==> src/hw/rtl/unit_owner_table_allocator_defines.svh <==
// Assertion macros shared by the allocator RTL.
// Each macro samples on clk and is disabled while rst_n is low.
`ifndef UNIT_OWNER_TABLE_ALLOCATOR_DEFINES_SVH
`define UNIT_OWNER_TABLE_ALLOCATOR_DEFINES_SVH

`define UOTA_ASSERT_HOLDS(label, cond) \
  label: assert property (@(posedge clk) disable iff (!rst_n) (cond)) \
    else $error("allocator check failed");

`define UOTA_ASSERT_IMPLIES(label, ante, cons) \
  label: assert property (@(posedge clk) disable iff (!rst_n) (ante) |-> (cons)) \
    else $error("allocator check failed");

`define UOTA_ASSERT_NEXT(label, ante, cons) \
  label: assert property (@(posedge clk) disable iff (!rst_n) (ante) |=> (cons)) \
    else $error("allocator check failed");

`endif

==> src/hw/rtl/uota_pkg.sv <==
`timescale 1ns / 1ps

package uota_pkg;

  localparam int UNITS_DEFAULT = 256;
  localparam int OWNER_W       = 8;
  localparam int COUNT_W       = 9;
  localparam int HOLE_W        = 8;

  localparam logic OP_ALLOC = 1'b0;
  localparam logic OP_FREE  = 1'b1;

  localparam logic STATUS_OK   = 1'b0;
  localparam logic STATUS_FAIL = 1'b1;

  typedef struct packed {
    logic clear;
    logic push;
    logic zero;
  } hole_ctl_t;

endpackage

==> src/hw/rtl/uota_mem.sv <==
`timescale 1ns / 1ps

module uota_mem #(
  parameter int DEPTH = uota_pkg::UNITS_DEFAULT,
  parameter int AW    = $clog2(DEPTH)
) (
  input  logic                         clk,
  input  logic                         we,
  input  logic [AW-1:0]                waddr,
  input  logic [uota_pkg::OWNER_W-1:0] wdata,
  input  logic                         re,
  input  logic [AW-1:0]                raddr,
  output logic [uota_pkg::OWNER_W-1:0] rdata
);
  import uota_pkg::*;

  logic [OWNER_W-1:0] mem [DEPTH];
  logic [OWNER_W-1:0] rdata_r;

  always_ff @(posedge clk) begin
    if (we) begin
      mem[waddr] <= wdata;
    end
  end

  always_ff @(posedge clk) begin
    if (re) begin
      rdata_r <= mem[raddr];
    end
  end

  assign rdata = rdata_r;

endmodule

==> src/hw/rtl/uota_hole_counter.sv <==
`timescale 1ns / 1ps

module uota_hole_counter (
  input  logic                        clk,
  input  logic                        rst_n,
  input  uota_pkg::hole_ctl_t         ctl,
  output logic [uota_pkg::HOLE_W-1:0] holes
);
  import uota_pkg::*;

  logic              z1_r;
  logic              z2_r;
  logic              v1_r;
  logic              v2_r;
  logic              run_r;
  logic [HOLE_W-1:0] holes_r;
  logic              sat;

  assign sat = (holes_r == {HOLE_W{1'b1}});

  // An entry continues a run when it and the entry two places on are both
  // free. The window delays each entry by two so that decision can be made.
  always_ff @(posedge clk) begin
    if (!rst_n || ctl.clear) begin
      v1_r    <= 1'b0;
      v2_r    <= 1'b0;
      run_r   <= 1'b0;
      holes_r <= '0;
      z1_r    <= 1'b0;
      z2_r    <= 1'b0;
    end else if (ctl.push) begin
      z1_r <= ctl.zero;
      z2_r <= z1_r;
      v1_r <= 1'b1;
      v2_r <= v1_r;
      if (v2_r) begin
        if (z2_r && ctl.zero) begin
          run_r <= 1'b1;
        end else if (run_r) begin
          run_r <= 1'b0;
          if (!sat) begin
            holes_r <= holes_r + HOLE_W'(1);
          end
        end
      end
    end
  end

  // The last two entries never continue a run, so an open run closes there.
  assign holes = holes_r + HOLE_W'(run_r && !sat);

endmodule

==> src/hw/rtl/unit_owner_table_allocator.sv <==
`timescale 1ns / 1ps

// Owner table allocator for UNITS memory units. Each transfer on the input
// channel is one request (allocate unit_count units to owner_id, or free every
// unit of owner_id) and yields exactly one result transfer with a status and
// the hole count of the updated table. The table lives in a single memory with
// a registered read, and each request walks it once, reading one entry and
// writing back the previous one each cycle; requests are handled one at a time.
// A result that is not yet taken holds the block in its final step and delays
// the next request. A count of free units is kept beside the table, so an
// allocate knows at acceptance whether it can be met. After reset the block
// clears every table entry before it accepts its first request.
module unit_owner_table_allocator #(
  parameter int UNITS = uota_pkg::UNITS_DEFAULT
) (
  input  logic                         clk,
  input  logic                         rst_n,
  input  logic                         in_valid,
  output logic                         in_ready,
  input  logic                         in_operation,
  input  logic [uota_pkg::OWNER_W-1:0] in_owner_id,
  input  logic [uota_pkg::COUNT_W-1:0] in_unit_count,
  output logic                         out_valid,
  input  logic                         out_ready,
  output logic                         out_status,
  output logic [uota_pkg::HOLE_W-1:0]  out_hole_count
);
  import uota_pkg::*;

  `include "unit_owner_table_allocator_defines.svh"

  localparam int AW   = $clog2(UNITS);
  localparam int CW   = $clog2(UNITS + 1);
  localparam int CMPW = (CW > COUNT_W) ? CW : COUNT_W;

  localparam logic [1:0] ST_CLR  = 2'd0;
  localparam logic [1:0] ST_IDLE = 2'd1;
  localparam logic [1:0] ST_SCAN = 2'd2;
  localparam logic [1:0] ST_FIN  = 2'd3;

  logic [1:0]         state_r;
  logic [AW:0]        cnt_r;
  logic               rdv_r;
  logic [AW-1:0]      waddr_r;
  logic               op_r;
  logic [OWNER_W-1:0] id_r;
  logic [COUNT_W-1:0] want_r;
  logic               fail_r;
  logic [COUNT_W-1:0] given_r;
  logic               found_r;
  logic [CW-1:0]      zcnt_r;
  logic [CW-1:0]      free_cnt_r;
  logic               out_valid_r;
  logic               out_status_r;
  logic [HOLE_W-1:0]  out_hole_r;

  logic               in_xfer;
  logic               issue;
  logic               last_wr;
  logic               take;
  logic               hit;
  logic [OWNER_W-1:0] entry_nxt;
  logic               mem_we;
  logic [AW-1:0]      mem_waddr;
  logic [OWNER_W-1:0] mem_wdata;
  logic [OWNER_W-1:0] mem_rdata;
  logic [HOLE_W-1:0]  holes;
  hole_ctl_t          hctl;

  assign in_ready = (state_r == ST_IDLE);
  assign in_xfer  = in_valid && in_ready;
  assign issue    = (state_r == ST_SCAN) && (cnt_r < (AW + 1)'(UNITS));
  assign last_wr  = rdv_r && (waddr_r == AW'(UNITS - 1));

  always_comb begin
    take      = 1'b0;
    hit       = 1'b0;
    entry_nxt = mem_rdata;
    if (op_r == OP_ALLOC && !fail_r) begin
      if (mem_rdata == '0 && given_r < want_r) begin
        take      = 1'b1;
        entry_nxt = id_r;
      end
    end else if (mem_rdata == id_r) begin
      hit       = 1'b1;
      entry_nxt = '0;
    end
  end

  always_comb begin
    mem_we    = 1'b0;
    mem_waddr = waddr_r;
    mem_wdata = entry_nxt;
    if (state_r == ST_CLR) begin
      mem_we    = 1'b1;
      mem_waddr = cnt_r[AW-1:0];
      mem_wdata = '0;
    end else if (state_r == ST_SCAN && rdv_r) begin
      mem_we = 1'b1;
    end
  end

  uota_mem #(
    .DEPTH(UNITS),
    .AW   (AW)
  ) u_mem (
    .clk  (clk),
    .we   (mem_we),
    .waddr(mem_waddr),
    .wdata(mem_wdata),
    .re   (issue),
    .raddr(cnt_r[AW-1:0]),
    .rdata(mem_rdata)
  );

  assign hctl.clear = in_xfer;
  assign hctl.push  = (state_r == ST_SCAN) && rdv_r;
  assign hctl.zero  = (entry_nxt == '0);

  uota_hole_counter u_holes (
    .clk  (clk),
    .rst_n(rst_n),
    .ctl  (hctl),
    .holes(holes)
  );

  always_ff @(posedge clk) begin
    if (!rst_n) begin
      state_r     <= ST_CLR;
      cnt_r       <= '0;
      rdv_r       <= 1'b0;
      free_cnt_r  <= CW'(UNITS);
      out_valid_r <= 1'b0;
    end else begin
      if (out_valid_r && out_ready && (state_r != ST_FIN)) begin
        out_valid_r <= 1'b0;
      end
      unique case (state_r)
        ST_CLR: begin
          cnt_r <= cnt_r + (AW + 1)'(1);
          if (cnt_r[AW-1:0] == AW'(UNITS - 1)) begin
            state_r <= ST_IDLE;
          end
        end
        ST_IDLE: begin
          if (in_xfer) begin
            state_r <= ST_SCAN;
            cnt_r   <= '0;
            rdv_r   <= 1'b0;
            op_r    <= in_operation;
            id_r    <= in_owner_id;
            want_r  <= in_unit_count;
            fail_r  <= CMPW'(in_unit_count) > CMPW'(free_cnt_r);
            given_r <= '0;
            found_r <= 1'b0;
            zcnt_r  <= '0;
          end
        end
        ST_SCAN: begin
          rdv_r   <= issue;
          waddr_r <= cnt_r[AW-1:0];
          if (issue) begin
            cnt_r <= cnt_r + (AW + 1)'(1);
          end
          if (rdv_r) begin
            given_r <= given_r + COUNT_W'(take);
            found_r <= found_r || hit;
            zcnt_r  <= zcnt_r + CW'(entry_nxt == '0);
          end
          if (last_wr) begin
            state_r <= ST_FIN;
          end
        end
        ST_FIN: begin
          rdv_r <= 1'b0;
          if (!out_valid_r || out_ready) begin
            out_valid_r  <= 1'b1;
            out_status_r <= (op_r == OP_ALLOC) ? (fail_r ? STATUS_FAIL : STATUS_OK)
                                               : (found_r ? STATUS_OK : STATUS_FAIL);
            out_hole_r   <= holes;
            free_cnt_r   <= zcnt_r;
            state_r      <= ST_IDLE;
          end
        end
        default: begin
          state_r <= ST_CLR;
        end
      endcase
    end
  end

  assign out_valid      = out_valid_r;
  assign out_status     = out_status_r;
  assign out_hole_count = out_hole_r;

  `UOTA_ASSERT_IMPLIES(a_we_phase, mem_we, (state_r == ST_CLR) || (state_r == ST_SCAN))
  `UOTA_ASSERT_NEXT(a_accept_scan, in_xfer, (state_r == ST_SCAN) && (cnt_r == '0))
  `UOTA_ASSERT_HOLDS(a_free_bound, free_cnt_r <= CW'(UNITS))
  `UOTA_ASSERT_NEXT(a_last_fin, (state_r == ST_SCAN) && last_wr, state_r == ST_FIN)

endmodule

==> config.mk <==
export PLATFORM = sky130hd
export DESIGN_NAME = unit_owner_table_allocator
export DESIGN_NICKNAME = d
export VERILOG_FILES = /design/src/hw/rtl/uota_pkg.sv /design/src/hw/rtl/uota_mem.sv /design/src/hw/rtl/uota_hole_counter.sv /design/src/hw/rtl/unit_owner_table_allocator.sv
export VERILOG_INCLUDE_DIRS = /design/src /design/src/hw/rtl
export SDC_FILE = /design/constraint.sdc
export NUM_CORES = 2
export LEC_CHECK = 0
export BUFFER_PORTS_ARGS = -buffer_cell sky130_fd_sc_hd__buf_2
export CAP_MARGIN = 20
export CORE_ASPECT_RATIO = 0.5
export CORE_MARGIN = 4
export CORE_UTILIZATION = 40
export DETAILED_ROUTE_END_ITERATION = 7
export GPL_TIMING_DRIVEN = 0
export PLACE_DENSITY_LB_ADDON = 0.3
export SLEW_MARGIN = 20
export SYNTH_ARGS = -nofsm -noshare
export SYNTH_HDL_FRONTEND = slang
export SYNTH_SLANG_ARGS = --single-unit
==> constraint.sdc <==
create_clock -name clk -period 8.4 [get_ports clk]
set_input_delay 1.68 -clock clk [delete_from_list [all_inputs] [get_ports clk]]
set_output_delay 1.68 -clock clk [all_outputs]
set_load 0.01 [all_outputs]
After elaboration in Yosys (flattened, before gate mapping). Memory sizes are Yosys's and may differ from the RTL's. A register that Yosys moved wholly into a read port is not among the register bits. Index checks and enable logic that the tools add are counted.

Add/sub/neg operators: 5. Magnitude comparators: 3. Equal/unequal tests: 14. Multiplexer cells: 36. Bitwise operators: 3. Reduce and logical (&&, ||, !) cells: 33.

Operators by type and width (count): 2-to-1 mux 8 bit (5); 2-to-1 mux 9 bit (4); case mux 9 bit (2 select lines) (2); case mux 9 bit (3 select lines) (1); equality test 8 bit (second input constant) (3); adder 9 x 1 -> 9 bit (2); 2-to-1 mux 1 bit (17); logical NOT 8 bit (2); logical AND 1 bit (10); inequality test 2 bit (second input constant) (5); adder 9 x 1 -> 9 bit (second input constant) (1); > comparator 9 bit (1); < comparator 9 bit (1); < comparator 9 bit (second input constant) (1); AND reduction 3 bit (3); adder 8 x 1 -> 8 bit (1); adder 8 x 1 -> 8 bit (second input constant) (1); equality test 8 bit (1); 2-to-1 mux 2 bit (4); case mux 2 bit (4 select lines) (1); AND reduction 2 bit (4); AND reduction 4 bit (2); nonzero test 3 bit (2); AND reduction 5 bit (1); 10 further kinds (19).

Flip-flop bits (word level): 90. RAM bits: 2048. Input port bits: 22. Output and inout bits: 11. Word-level logic and storage cells: 116. Memories kept: 1.

Memory list: u_mem.mem (words 256, bits a word 8, read ports 1, clocked after memory_dff 1, wr ports 1, line uota_mem.sv:17) `logic [OWNER_W-1:0] mem [DEPTH];`.

Longest topological paths before layout.
Depth in word-level cells: 8. Gate-level depth with buffers: 13. Depth with buffers taken out: 13.

Cells and area by module. Synthesis repeated with hierarchy kept, for this count alone.

Cell total of the unflattened synthesis: 4164. Area, all modules: 84225.8 um2.

By module, submodules not included: uota_mem (instances 1, cells an instance 3733, area each 79636.4 um2, sequential area each 61739.2 um2); unit_owner_table_allocator (instances 1, cells an instance 347, area each 3843.7 um2, sequential area each 2092.0 um2); uota_hole_counter (instances 1, cells an instance 84, area each 745.7 um2, sequential area each 260.2 um2).

Worst setup path after synthesis. Ideal clock, no wire load.

Kind: reg2reg. Start: reg given_r[2]. End: mem u_mem.mem[0][0], data pin. Library setup time: 1.390 ns. Arrival time: 7.816 ns. Required time: 7.010 ns. Slack: -0.806 ns. Stages on the path, launching flop included: 8. Path buffers: 0. Period minus slack after synthesis: 9.206 ns. Cell sequence: edfxtp_1 > ha_1 > a21o_1 > a21o_1 > a211o_1 > a21oi_1 > a21oi_1 > nor2_1.

Word-level cells in the longest chain between the ends: 5.

RTL lines: from (decl) (line unit_owner_table_allocator.sv:49) `logic [COUNT_W-1:0] given_r;`; from (signal assigned) (line unit_owner_table_allocator.sv:166) `given_r <= given_r + COUNT_W'(take);`; < comparator 9 bit (line unit_owner_table_allocator.sv:80) `if (mem_rdata == '0 && given_r < want_r) begin`; logical AND 1 bit (line unit_owner_table_allocator.sv:80); 2-to-1 mux 8 bit (line unit_owner_table_allocator.sv:80); 2-to-1 mux 8 bit (line unit_owner_table_allocator.sv:79) `if (op_r == OP_ALLOC && !fail_r) begin`; 2-to-1 mux 8 bit (line unit_owner_table_allocator.sv:94) `if (state_r == ST_CLR) begin`; net mem_wdata[0] (line unit_owner_table_allocator.sv:65) `logic [OWNER_W-1:0] mem_wdata;`; to (decl) (line uota_mem.sv:17).

The timed path passes the listed nets, and every way through them passes these cells.

Final worst setup path.
Start: reg cnt_r[1]. End: mem u_mem.mem[171][3], enable pin.

Word-level cells in the longest chain between the ends: 1.

RTL lines: from (decl) (line unit_owner_table_allocator.sv:42) `logic [AW:0] cnt_r;`; from (signal assigned) (line unit_owner_table_allocator.sv:140) `cnt_r <= cnt_r + (AW + 1)'(1);`; from (signal assigned) (line unit_owner_table_allocator.sv:163) `cnt_r <= cnt_r + (AW + 1)'(1);`; 2-to-1 mux 8 bit (line unit_owner_table_allocator.sv:94).

No other way between the ends.

==> impl_metrics.env <==
export IMPL_hold_viol_final=0
export IMPL_fin_crit_sh=0.751
export IMPL_fin_skew_ps=38.3
export IMPL_ant_nets=0
export IMPL_crit_family="buffers and inverters"
export IMPL_crit_top_cell="buf_2"
export IMPL_clock_sinks=2146
export IMPL_grt_pass1_wl_um=348000
export IMPL_end_kind="register"
export IMPL_grt_usage=0.233
export IMPL_ctsResizeCount=0
export IMPL_yosysWarnings=0
export IMPL_cts_buffers=191
export IMPL_area_growth_pct=13.8
export IMPL_cts_tree="yes"
export IMPL_setup_viol=0
export IMPL_syn_avg_cell_area_sq_um=20.8
export IMPL_die_h_um=331
export IMPL_power_frac_seq=0.544
export IMPL_fin_crit_ps=6300
export IMPL_max_slew_margin_rel=0.0946
export IMPL_grt_ovfl_total=0
export IMPL_antenna_found_initial=14
export IMPL_vias_per_cell=6.19
export IMPL_postCtsSetupBuffers=0
export IMPL_nets=4348
export IMPL_critPathSlowestCell="nor2_1"
export IMPL_path_buf_inv=6
export IMPL_path_max_fanout=10
export IMPL_setup_ws_ps=2100
export IMPL_clkPwrFrac=0.411
export IMPL_path_clk_slew_ps=60
export IMPL_holdCritPathClass="register to register"
export IMPL_critPathKind="register to register"
export IMPL_rsz0062_at_grt="no"
export IMPL_synth_ff_type="edfxtp_1"
export IMPL_switching_share=0.218
export IMPL_clockRootBuffer="clkbuf_16"
export IMPL_vias=44681
export IMPL_drt_first_pass_iters=7
export IMPL_async_reset_ff_frac=0
export IMPL_max_clock_path_buffers=3
export IMPL_synth_cell_types=53
export IMPL_grt_pass1_vias=43305
export IMPL_ys_seq_elements=2146
export IMPL_nFillCells=17200
export IMPL_drive_gt1_frac=0.231
export IMPL_run_status="completed"
export IMPL_drt_iter0_markers=7469
export IMPL_ir_drop_uv=228
export IMPL_p_int_mw=16.7
export IMPL_h_tree_depth=4
export IMPL_io_pins=33
export IMPL_cap_violations=0
export IMPL_coreArea_sq_mm=0.207
export IMPL_wirelength_um=253000
export IMPL_pwr_share_comb=0.045
export IMPL_timing_hold_ws_ps=433
export IMPL_wl_per_cell_um=35.1
export IMPL_dieArea_sq_mm=0.216
export IMPL_place_gp_congestion=0.989
export IMPL_slew_violations=0
export IMPL_synth_seq_area_share=0.770
export IMPL_holdBufCountCts=0
export IMPL_syn_num_nets=4046
export IMPL_clock_fmax_mhz=159
export IMPL_cp_cell_sequence="buf_4 -> buf_2 -> buf_2 -> buf_2 -> buf_2 -> nand3_1 -> o21ai_0 -> nand2_1 -> clkbuf_2 -> nor2_1"
export IMPL_p_sw_mw=4.64
export IMPL_leakage_nw=25.4
export IMPL_grt_max_degree=45
export IMPL_drc_errors=0
export IMPL_synth_edf_count=2111
export IMPL_dieWidth_um=653
export IMPL_crit_required_ps=8830
export IMPL_numPortBuffers=32
export IMPL_startpoint_type="register"
export IMPL_clk_insertion_delay_late_ps=840
export IMPL_tightestPinTransition_ps=1360
export IMPL_crit_arrival_ps=6730
export IMPL_hpwl_um=176000
export IMPL_fp_row_count=118
export IMPL_post_place_ws_ps=2480
export IMPL_start_util=0.402
export IMPL_tns_ps=0
export IMPL_netlist_instances=3993
export IMPL_synth_area_sq_mm=0.0833
export IMPL_power_density_mw_per_mm2=225
export IMPL_worst_path_largest_cell_delay_ps=970
-- placed cells by master (no fill, tap or decap), types with 11 or more instances in the layout --
cell type / synthesis / layout
o221ai_1: 24 / 24
and2_1: 11 / 11
clkinv_1: 2 / 37
xor2_1: 14 / 14
clkbuf_1: 136 / 162
a21oi_1: 94 / 94
nand3_1: 29 / 29
nor2b_1: 13 / 13
clkbuf_16: 0 / 194
mux2i_1: 19 / 19
dfxtp_1: 35 / 35
xnor2_1: 15 / 15
inv_1: 26 / 26
clkbuf_2: 0 / 27
buf_4: 15 / 18
ha_1: 31 / 31
buf_2: 63 / 99
mux4_2: 516 / 516
edfxtp_1: 2111 / 2111
o21ai_0: 24 / 20
a22oi_1: 141 / 141
nor2_1: 340 / 329
buf_6: 11 / 14
a22o_1: 56 / 56
nand2_1: 89 / 89
buf_12: 0 / 37
a221oi_1: 54 / 54
clkinv_2: 0 / 28
bufinv_16: 0 / 18
nand4_1: 14 / 14
or3_1: 12 / 12
buf_16: 0 / 29
-- metrics by stage --
stage	utilization	instance area [sq um]	instances	power, mW
after floorplan	-	83300	3993	12.3
after global placement	0.420	86900	6785	12.7
after detailed placement	0.428	88600	6857	12.8
after CTS	0.458	94700	7206	21.3
after global routing	0.458	94700	7211	21.8
final	0.458	94800	7215	21.3
-- cells by family after synthesis --
logic type / synth area share
AND/OR/NAND/NOR: 0.0279
flip-flops: 0.770
multiplexers: 0.142
AO/OA/AOI/OAI: 0.0379
buffers and inverters: 0.0147
adder cells (fa/ha/maj): 0.00466
XOR/XNOR: 0.00305
-- layout make-up --
class | instances | area (sq um) | area share
flip-flops and latches | 2146 | 64100 | 0.676
multi-input cells | 1580 | 18000 | 0.190
clock buffers | 247 | 5060 | 0.0534
well taps | 2760 | 3450 | 0.0364
repair buffers | 109 | 1800 | 0.0190
plain buffers | 239 | 1150 | 0.0122
clock inverters | 102 | 1060 | 0.0111
inverters | 28 | 105 | 0.00111
diodes | 4 | 10.0 | 0.000106
-- path summary, 6_finish.rpt --
| check | to | slack (ps) | cells past startpoint | start |
|---|---|---|---|---|
| worst max-delay path | u_mem.mem[171][3] | 2100 | 10 | cnt_r[1] |
| worst min-delay path | waddr_r[6] | 430 | 0 | cnt_r[6] |
| worst max register to register | u_mem.mem[171][3] | 2100 | 10 | cnt_r[1] |
| worst min register to register | waddr_r[6] | 430 | 0 | cnt_r[6] |
-- power groups by stage --
| stage | combinational, mW | sequential, mW | clock [mW] |
|---|---|---|---|
| after detailed placement | 0.925 | 11.8 | 0 |
| after global routing | 0.963 | 11.6 | 9.28 |
| after global placement | 0.916 | 11.8 | 0 |
| after CTS | 0.927 | 11.6 | 8.81 |
| after floorplan | 0.470 | 11.8 | 0 |
| final | 0.960 | 11.6 | 8.77 |
-- metal layers --
layer / up-vias / track usage / part of all wire
li1: 17313 / - / -
met1: 23843 / 0.323 / 0.39
met2: 2998 / 0.332 / 0.43
met3: 519 / 0.0860 / 0.13
met4: 8 / 0.0985 / 0.045
met5: - / 0.00219 / 0.00045
-- state kept, by name, summed over array words and instances, names as in the netlist, 2 cells and up --
register         cells
free_cnt_r           9
want_r               9
id_r                 8
given_r              9
cnt_r                9
out_hole_count       8
u_holes.holes_r      8
waddr_r              8
zcnt_r               9
state_r              2
u_mem.rdata          8
u_mem.mem         2048
-- synth_stat cells (2+ instances only) --
cell	count	area [sq um]
and3_1	6	37.5
nand4_1	14	87.6
nor3_1	9	45.0
nor2_1	340	1280
mux4_2	516	11600
a211o_1	3	26.3
or3_1	12	75.1
nand3_1	29	145
o211ai_1	2	15.0
a32o_1	3	30.0
buf_4	15	113
a22o_1	56	490
nor2b_1	13	81.3
a221oi_1	54	473
o21ai_0	24	120
o221ai_1	24	210
o31ai_1	9	67.6
xnor2_1	15	131
a31oi_1	4	25.0
dfxtp_1	35	701
nand3b_1	2	15.0
xor2_1	14	123
nor4_1	5	31.3
a211oi_1	3	22.5
edfxtp_1	2111	63400
inv_1	26	97.6
buf_6	11	124
a2111oi_0	2	17.5
or4_1	5	37.5
clkbuf_1	136	510
buf_2	63	315
mux2i_1	19	190
ha_1	31	388
nand2b_1	7	43.8
nand2_1	89	334
a21o_1	5	37.5
and2_1	11	68.8
clkinv_1	2	7.51
a21oi_1	94	470
buf_1	14	52.6
o21a_1	4	30.0
a22oi_1	141	1060
o22ai_1	2	12.5
or2_2	4	25.0
Power figures use the tool's default switching activity.
